File: config.mk
export PLATFORM = sky130hd
export DESIGN_NAME = matrix_keypad_debounce_scanner
export DESIGN_NICKNAME = d
export VERILOG_FILES = /design/src/rtl/mkds_pkg.sv /design/src/rtl/matrix_keypad_debounce_scanner.sv
export SDC_FILE = /design/constraint.sdc
export NUM_CORES = 1
export LEC_CHECK = 0
export BUFFER_PORTS_ARGS = -buffer_cell sky130_fd_sc_hd__buf_2
export CAP_MARGIN = 20
export CORE_AREA = 2 2 91 93
export CTS_CLUSTER_SIZE = 24
export DETAILED_ROUTE_END_ITERATION = 6
export DIE_AREA = 0 0 93 95
export GPL_ROUTABILITY_DRIVEN = 1
export MAX_ROUTING_LAYER = met4
export PLACE_DENSITY_LB_ADDON = 0.08
export SYNTH_ARGS = -nofsm -noshare
export SYNTH_HDL_FRONTEND = slang
export SYNTH_SLANG_ARGS = --single-unit
File: constraint.sdc
create_clock -name i_clk -period 2.05 [get_ports i_clk]
set_input_delay 0 -clock i_clk [delete_from_list [all_inputs] [get_ports i_clk]]
set_output_delay 0 -clock i_clk [all_outputs]
set_load 0.01 [all_outputs]
File: src/rtl/mkds_pkg.sv
// ----------------------------------------------------------------------------
// mkds_pkg
// Shared types and constants for the keypad debounce scanner.
// ----------------------------------------------------------------------------
`default_nettype none

package mkds_pkg;

    // debounce machine phases
    typedef enum logic [1:0] {
        PH_IDLE    = 2'd0,
        PH_CONFIRM = 2'd1,
        PH_HELD    = 2'd2,
        PH_GRACE   = 2'd3
    } t_phase;

    // request function codes
    localparam logic FUNC_POLL = 1'b0;
    localparam logic FUNC_READ = 1'b1;

    localparam int unsigned MATRIX_W = 32;
    localparam int unsigned CODE_W   = 12;
    localparam int unsigned VALUE_W  = 7;

    // decoded key value is this base plus 4*row+col
    localparam logic [VALUE_W-1:0] VALUE_BASE = 7'h60;

endpackage : mkds_pkg

`default_nettype wire

File: src/rtl/matrix_keypad_debounce_scanner.sv
// A request is held in the input register once accepted, and its result in the
// result register, which drives result valid; throughput: one request per cycle
// while the result register is free or being read (i_out_ready), set by the
// single pass of decode and state update between the two registers.
// Reset (synchronous, active low) empties both stages and returns the
// debounce machine to idle with code, value and flags cleared.
// ----------------------------------------------------------------------------
// matrix_keypad_debounce_scanner
// Keypad snapshot scanner with a four-phase debounce machine and a
// clear-on-read key value.
// ----------------------------------------------------------------------------
`default_nettype none

module matrix_keypad_debounce_scanner
    import mkds_pkg::*;
#(
    parameter int unsigned ROWS = 8,
    parameter int unsigned COLS = 4
) (
    input  wire logic                i_clk,
    input  wire logic                i_rst_n,
    input  wire logic                i_in_valid,
    output logic                     o_in_ready,
    input  wire logic                i_func,
    input  wire logic [MATRIX_W-1:0] i_key_matrix,
    output logic                     o_out_valid,
    input  wire logic                i_out_ready,
    output logic [VALUE_W-1:0]       o_read_value,
    output logic                     o_key_held,
    output logic                     o_key_pending,
    output logic [1:0]               o_scan_phase
);

    localparam logic [3:0] COL_MASK = 4'((1 << COLS) - 1);

    // input register
    logic                r_s1_valid;
    logic                r_s1_func;
    logic [MATRIX_W-1:0] r_s1_matrix;

    // scanner state
    t_phase              r_phase, n_phase;
    logic [CODE_W-1:0]   r_code, n_code;
    logic [VALUE_W-1:0]  r_latched, n_latched;
    logic                r_held, n_held;
    logic                r_new, n_new;

    // result register
    logic                r_out_valid;
    logic [VALUE_W-1:0]  r_out_value;
    logic                r_out_held;
    logic                r_out_pending;
    logic [1:0]          r_out_phase;

    logic [VALUE_W-1:0]  n_value;
    logic                out_free;
    logic                s1_adv;

    // combinational decode
    logic                any_key;
    logic [CODE_W-1:0]   scan_code;
    logic [3:0]          low_cols;
    logic                same_key;
    logic                dec_ok;
    logic [2:0]          dec_row;
    logic [1:0]          dec_col;
    logic [7:0]          drive_n;
    logic [3:0]          cols_n;
    logic [3:0]          pcols;

    assign out_free   = !r_out_valid || i_out_ready;
    assign s1_adv     = r_s1_valid && out_free;
    assign o_in_ready = !r_s1_valid || out_free;

    always_comb begin
        any_key   = 1'b0;
        scan_code = r_code;
        low_cols  = 4'd0;
        for (int r = 0; r < ROWS; r++) begin
            pcols = r_s1_matrix[r*4 +: 4] & COL_MASK;
            if (pcols != 4'd0) begin
                any_key   = 1'b1;
                // highest pressed row wins
                scan_code = {~(8'd1 << r), ~pcols};
            end
            if (!r_code[4 + r]) begin
                low_cols = low_cols | pcols;
            end
        end
        pcols    = 4'd0;
        same_key = ((~r_code[3:0]) & ~low_cols) == 4'd0;
    end

    // a code decodes only with exactly one row and one column low
    always_comb begin
        drive_n = ~r_code[11:4];
        cols_n  = ~r_code[3:0];
        dec_row = 3'd0;
        dec_col = 2'd0;
        for (int r = 0; r < 8; r++) begin
            if (drive_n[r]) begin
                dec_row = 3'(r);
            end
        end
        for (int c = 0; c < 4; c++) begin
            if (cols_n[c]) begin
                dec_col = 2'(c);
            end
        end
        dec_ok = (drive_n != 8'd0) && ((drive_n & (drive_n - 8'd1)) == 8'd0)
              && (cols_n != 4'd0) && ((cols_n & (cols_n - 4'd1)) == 4'd0);
    end

    always_comb begin
        n_phase   = r_phase;
        n_code    = r_code;
        n_latched = r_latched;
        n_held    = r_held;
        n_new     = r_new;
        n_value   = '0;
        if (r_s1_func == FUNC_POLL) begin
            unique case (r_phase)
                PH_IDLE: begin
                    if (any_key) begin
                        n_code  = scan_code;
                        n_phase = PH_CONFIRM;
                    end
                end
                PH_CONFIRM: begin
                    if (same_key) begin
                        if (dec_ok) begin
                            n_latched = VALUE_BASE + VALUE_W'({dec_row, dec_col});
                            n_held    = 1'b1;
                            n_new     = 1'b1;
                        end
                        n_phase = PH_HELD;
                    end else begin
                        n_phase = PH_IDLE;
                    end
                end
                PH_HELD: begin
                    if (!same_key) begin
                        n_phase = PH_GRACE;
                    end
                end
                PH_GRACE: begin
                    if (same_key) begin
                        n_phase = PH_HELD;
                    end else begin
                        n_held  = 1'b0;
                        n_phase = PH_IDLE;
                    end
                end
                default: begin
                    n_phase = PH_IDLE;
                end
            endcase
        end else if (r_new) begin
            n_new   = 1'b0;
            n_value = r_latched;
        end
    end

    always_ff @(posedge i_clk) begin
        if (!i_rst_n) begin
            r_phase <= PH_IDLE;
            r_code  <= '0;
            r_latched <= '0;
            r_held  <= 1'b0;
            r_new   <= 1'b0;
        end else if (s1_adv) begin
            r_phase   <= n_phase;
            r_code    <= n_code;
            r_latched <= n_latched;
            r_held    <= n_held;
            r_new     <= n_new;
        end
    end

    always_ff @(posedge i_clk) begin
        if (!i_rst_n) begin
            r_s1_valid <= 1'b0;
        end else if (o_in_ready) begin
            r_s1_valid <= i_in_valid;
        end
    end

    always_ff @(posedge i_clk) begin
        if (o_in_ready && i_in_valid) begin
            r_s1_func   <= i_func;
            r_s1_matrix <= i_key_matrix;
        end
    end

    always_ff @(posedge i_clk) begin
        if (!i_rst_n) begin
            r_out_valid <= 1'b0;
        end else if (out_free) begin
            r_out_valid <= r_s1_valid;
        end
    end

    always_ff @(posedge i_clk) begin
        if (s1_adv) begin
            r_out_value   <= n_value;
            r_out_held    <= n_held;
            r_out_pending <= n_new;
            r_out_phase   <= n_phase;
        end
    end

    assign o_out_valid   = r_out_valid;
    assign o_read_value  = r_out_value;
    assign o_key_held    = r_out_held;
    assign o_key_pending = r_out_pending;
    assign o_scan_phase  = r_out_phase;

endmodule : matrix_keypad_debounce_scanner

`default_nettype wire
# ---- Word-level counts from Yosys, hierarchy flattened
# Index checks and enable logic that the tools add are counted.
dict set report totals {
  ff_bits 69
  in_bits 37
  elab_cells 117
}
dict set report op_classes {
  bitwise_logic 22
  addsub 3
  reduce_logical 28
  n_eq_ne 3
  n_mux 48
}
# operator n
set op_table {}
lappend op_table {{two-way mux 12 bit} 8}
lappend op_table {{NOT 4 bit} 10}
lappend op_table {{nonzero test 4 bit} 9}
lappend op_table {{two-way mux 4 bit} 8}
lappend op_table {{OR 4 bit} 7}
lappend op_table {{two-way mux 1 bit} 18}
lappend op_table {{two-way mux 3 bit} 6}
lappend op_table {{nonzero test 8 bit} 2}
lappend op_table {{two-way mux 2 bit} 6}
lappend op_table {{AND reduction 5 bit} 2}
lappend op_table {{AND 4 bit} 2}
lappend op_table {{AND 8 bit} 1}
lappend op_table {{zero test 4 bit} 2}
lappend op_table {{zero test 8 bit} 1}
lappend op_table {{NOT 8 bit} 1}
lappend op_table {{subtractor 8 x 1 -> 8 bit, second input constant} 1}
lappend op_table {{adder 6 x 6 -> 7 bit, first input constant} 1}
lappend op_table {{case mux 2 bit (3 select lines)} 1}
lappend op_table {{logical AND 1 bit} 5}
lappend op_table {{== test 2 bit, second input constant} 2}
lappend op_table {{subtractor 4 x 1 -> 4 bit, second input constant} 1}
lappend op_table {{== test 2 x 1 -> 1 bit, second input constant} 1}
lappend op_table {{zero test 1 bit} 2}
lappend op_table {{zero test 2 bit} 1}
lappend op_table {{5 further kinds} 6}

# ---- Longest topological paths before layout
dict set report logic_depth {
  word_depth 21
  ltp_mapped 8
  mapped_depth_nobuf 7
}

# ---- Worst setup path after synthesis
# No wires, ideal clock.
dict set report synth_path {
  kind {reg2reg}
  startpoint {register r_s1_matrix[27]}
  endpoint {register r_out_phase[0], in the netlist o_scan_phase[0], data pin}
  setup_time_ns 0.260
  period_less_slack_ns 2.141
  required_time_ns 1.790
  setup_slack_ns -0.091
  arrival_ns 1.881
  path_stages_with_launch 7
  path_cell_list {edfxtp_1 > nor4_4 > nand4_2 > nor4_2 > a211o_1 > o21ai_0 > mux2_2}
}
dict set report synth_between {
  elab_chain_len 10
}
# element line
set synth_lines {}
lappend synth_lines {{start: declaration} matrix_keypad_debounce_scanner.sv:39} ;# logic [MATRIX_W-1:0] r_s1_matrix;
lappend synth_lines {{start signal: assignment} matrix_keypad_debounce_scanner.sv:191} ;# r_s1_matrix <= i_key_matrix;
lappend synth_lines {{OR 4 bit} matrix_keypad_debounce_scanner.sv:87} ;# low_cols = low_cols | pcols;
lappend synth_lines {{two-way mux 4 bit} matrix_keypad_debounce_scanner.sv:86} ;# if (!r_code[4 + r]) begin
lappend synth_lines {{OR 4 bit} matrix_keypad_debounce_scanner.sv:87}
lappend synth_lines {{two-way mux 4 bit} matrix_keypad_debounce_scanner.sv:86}
lappend synth_lines {{NOT 4 bit} matrix_keypad_debounce_scanner.sv:91} ;# same_key = ((~r_code[3:0]) & ~low_cols) == 4'd0;
lappend synth_lines {{AND 4 bit} matrix_keypad_debounce_scanner.sv:91}
lappend synth_lines {{zero test 4 bit} matrix_keypad_debounce_scanner.sv:91}
lappend synth_lines {{two-way mux 2 bit} matrix_keypad_debounce_scanner.sv:142} ;# if (!same_key) begin
lappend synth_lines {{case mux 2 bit (3 select lines) *} matrix_keypad_debounce_scanner.sv:122} ;# unique case (r_phase)
lappend synth_lines {{two-way mux 2 bit *} matrix_keypad_debounce_scanner.sv:121} ;# if (r_s1_func == FUNC_POLL) begin
lappend synth_lines {{via n_phase[0]} matrix_keypad_debounce_scanner.sv:42} ;# t_phase r_phase, n_phase;
lappend synth_lines {{end signal: assignment} matrix_keypad_debounce_scanner.sv:208} ;# r_out_phase <= n_phase;
lappend synth_lines {{end: declaration} matrix_keypad_debounce_scanner.sv:53} ;# logic [1:0] r_out_phase;
# The timed path passes the listed nets; every way through them passes the cells marked *.
# A chain may end at the register's enable or synchronous reset.

# ---- Final worst setup path
dict set report layout_path {
  startpoint {register r_s1_matrix[8]}
  endpoint {register r_code[6]}
}
dict set report layout_between {
  elab_chain_len 8
}
# element line
set layout_lines {}
lappend layout_lines {{nonzero test 4 bit *} matrix_keypad_debounce_scanner.sv:81} ;# if (pcols != 4'd0) begin
lappend layout_lines {{two-way mux 1 bit (6 in series)} matrix_keypad_debounce_scanner.sv:81}
lappend layout_lines {{AND reduction 5 bit (no line)} -}
lappend layout_lines {{end signal: assignment} matrix_keypad_debounce_scanner.sv:173} ;# r_code <= n_code;
lappend layout_lines {{end: declaration} matrix_keypad_debounce_scanner.sv:43} ;# logic [CODE_W-1:0] r_code, n_code;
# Mark *: on every way between the ends. The rest lies on a longest branch, timed or not.

==> summary.md <==
| Metric | Value |
|---|---|
| Status | finished with violations |
| Failing checks | setup timing |
| Die height | 95 um |
| P_leak | 1.75 nW |
| Post-Route WL | 7.95 mm |
| CTS max path bufs | 2 |
| Number of distinct library cells after synthesis | 48 |
| Vias in the first global route | 2604 |
| Drt drc | 0 |
| Root Buffer | clkbuf_8 |
| Endpoints failing setup | 13 |
| Final Hold Viols | 0 |
| DRT iter0 DRCs | 177 |
| Skew-Pair Late Insertion Delay | 0.34 ns |
| Synth top area share | 42.1% |
| Critical path class | reg -> reg |
| Maxcap violations | 0 |
| Die Footprint | 8840 sq um |
| Top cells by area, synth | edfxtp_1 42%, dfxtp_1 16%, o21ai_0 3.1% |
| Post-synth top flop | edfxtp_1 |
| Final Critical Period | 2.18 ns |
| Top cells by count, synth | 43 x edfxtp_1, 24 x dfxtp_1, 24 x nor2_1, 19 x nand2_1, 19 x o21ai_0 |
| Post-synth EDFFs | 43 |
| Grt total ovfl | 0 |
| Final worst setup slack | -0.128 ns |
| Post-synthesis async set-or-reset flop share | 0% |
| CTS HTree Levels | 3 |
| FP Rows | 33 |
| Post-synthesis area per instance | 11.4 sq um |
| Synth Cell Area | 3070 sq um |
| Max Freq | 459 MHz |
| Routability cong. | 1.03 |
| Die W | 93 um |
| Drt wl/cell | 15.2 um |
| Post-Syn Instances | 270 |
| Initial antenna violation count | 0 |
| Total CTS buffers | 9 |
| Yosys warns | 0 |
| Core area | 7930 sq um |
| Critical Path Start Type | register |
| Clk sink count | 67 |
| Setup TNS | -1.30 ns |
| Layout fillers | 696 |
| Final Cycle Share | 106% |
| First-pass GRT wire length | 12.7 mm |
| Combinational share of power | 12.4% |
| Fin. max-slew vios | 0 |
| Type of the worst min-delay path | in -> reg |
| Post-layout total power | 2.99 mW |
| NumNets Final | 449 |
| Top-count cell post-synth | edfxtp_1 |
| Slew margin rel. | 68.6% |
| Reg power frac | 52.2% |
| Share of cells above drive strength 1 | 35.7% |
| Via count | 2713 |
| All-Layer GR Usage | 19.6% |
| Synthesized flop and latch total | 67 |
| Share of the yosys chip area belonging to registers | 57.7% |
| Syn-to-layout area delta | 48.0% |
| Clock network power share | 35.4% |
| Starting density of the core | 38.7% |
| Largest net degree at the start of global routing | 34 |
| Hold path depth | 3 |
| N_diodes | 0 |
| Crit path required time | 2.31 ns |
| Syn nets | 307 |
| Clk_skew | 0.00972 ns |
| IO Pins | 50 |
| Port Buf Inserts | 49 |
| Synth area leader | edfxtp_1 |
| Reg2Reg Depth | 7 |
| RSZ-0062 raised after global routing | true |
| DRT antenna net count | 0 |
| VDD IR-drop max | 0.575 mV |
| CP max FO | 6 |
| Final HPWL DP | 5.41 mm |
| Via density per instance | 5.20 |
| Power per standard cell area | 659 nW/um^2 |
| Worst setup EP type | register |
| Pint | 2.27 mW |
| Clk slew on worst S/H paths | 0.07 ns |
| Crit path DAT | 2.43 ns |
| Worst Tran Pin Value | 0.470 ns |
| Psw | 0.724 mW |
| DR pass1 iterations | 5 |
| Sw Ratio | 24.2% |
| CTS tree | built |
layout by cell type, fill, tap and decap left out, drive strengths merged, types with 2 or more instances in the layout:
cell | Yosys | routed
buf | 4 | 102
edfxtp | 43 | 43
dlygate4sd3 | 0 | 35
nor2 | 25 | 25
dfxtp | 24 | 24
nand2 | 19 | 19
o21ai | 19 | 19
a21oi | 14 | 14
clkbuf | 4 | 14
inv | 13 | 13
a31oi | 12 | 12
a22o | 10 | 10
nor4 | 9 | 9
and3 | 7 | 7
a2111oi | 7 | 7
nand2b | 6 | 6
nor2b | 5 | 5
a222oi | 4 | 4
o21a | 4 | 4
a311oi | 4 | 4
a211oi | 4 | 4
nor3b | 3 | 3
or4 | 3 | 3
mux2i | 3 | 3
nand4 | 3 | 3
o211ai | 2 | 2
mux2 | 2 | 2
and2 | 2 | 2
nand3b | 2 | 2
o211a | 2 | 2
nor3 | 2 | 2
clkinv | 0 | 2
kinds of logic (layout without fill, tap and decap cells):
logic type,after synthesis,after routing,share of synthesized area (%)
AO/OA/AOI/OAI,87,87,19.7
XOR/XNOR,2,2,0.571
buffers and inverters,21,168,3.22
flip-flops,67,67,57.7
multiplexers,5,5,1.71
AND/OR/NAND/NOR,88,88,17.1
critical path, cell delays in order, from the launching register on:
cell	delay, ns
edfxtp_1	0.38
or4_4	0.57
nor4_4	0.37
a211o_1	0.20
buf_4	0.12
nor3_4	0.06
buf_12	0.16
a311oi_2	0.24
through the flow:
| stage | instances | hold WS [ns] | instance area (sq um) | setup WS [ns] | util (%) |
|---|---|---|---|---|---|
| 6_report | 522 | 0.0549 | 4540 | -0.128 | 57.3 |
| 5_1_grt | 522 | 0.0494 | 4540 | -0.201 | 57.3 |
| 4_1_cts | 518 | 0.0340 | 4430 | -0.146 | 55.9 |
| 3_5_place_dp | 461 | 0.178 | 3750 | -0.254 | 47.3 |
| 3_3_place_gp | 461 | 0.177 | 3750 | -0.217 | 47.3 |
| 2_1_floorplan | 270 | 0.0989 | 3070 | 0.00830 | - |
final timing paths:
kind / from / to / slack [ns]
setup / recovery: r_s1_matrix[8] / r_code[6] / -0.13
hold / removal: i_rst_n / r_code[2] / 0.05
hold reg to reg: r_latched[4] / r_latched[4] / 0.45
setup reg to reg: r_s1_matrix[8] / r_code[6] / -0.13
timing repair:
item                                   in CTS  in global routing
setup endpoints to repair                  18                 25
gates resized for setup                    20                 22
setup buffers                               4                  3
endpoints found under the hold margin      35                  0
pin swaps                                   4                  4
hold buffers                               35                  0
gates cloned                                2                  1
area by class of cell:
class	instances	area (sq um)	area share (%)
tap	105	131	2.89
multi-input combinational	182	1340	29.6
clock inverter	4	51.3	1.13
clock buffer	12	135	2.98
inverter	13	48.8	1.07
sequential	67	1770	39.0
timing repair buffer	139	1060	23.3
flip-flops by register name, summed over array words and instances (netlist names):
signal and cells:
r_s1_matrix 32, r_code 12, o_read_value 6, r_latched 6, o_scan_phase 2, r_phase 2, o_key_held 1, o_key_pending 1
o_out_valid 1, r_held 1, r_new 1, r_s1_func 1, r_s1_valid 1
power groups by stage:
stage / Combinational (mW) / Clock (mW) / Sequential [mW]
5_1_grt: 0.404 / 1.16 / 1.57
3_3_place_gp: 0.270 / 0 / 1.59
4_1_cts: 0.349 / 1.09 / 1.56
6_report: 0.370 / 1.06 / 1.56
3_5_place_dp: 0.270 / 0 / 1.59
2_1_floorplan: 0.121 / 0 / 1.59
metal layers:
layer  up-vias  wire [um]  global-route usage (%)
li1       1342          -                       -
met1      1282       3270                    21.7
met2        72       4170                    34.7
met3        17        324                    3.43
met4         0        187                    9.07
met5         -          0                       -
Note: power is estimated with default switching activity, not from simulation.
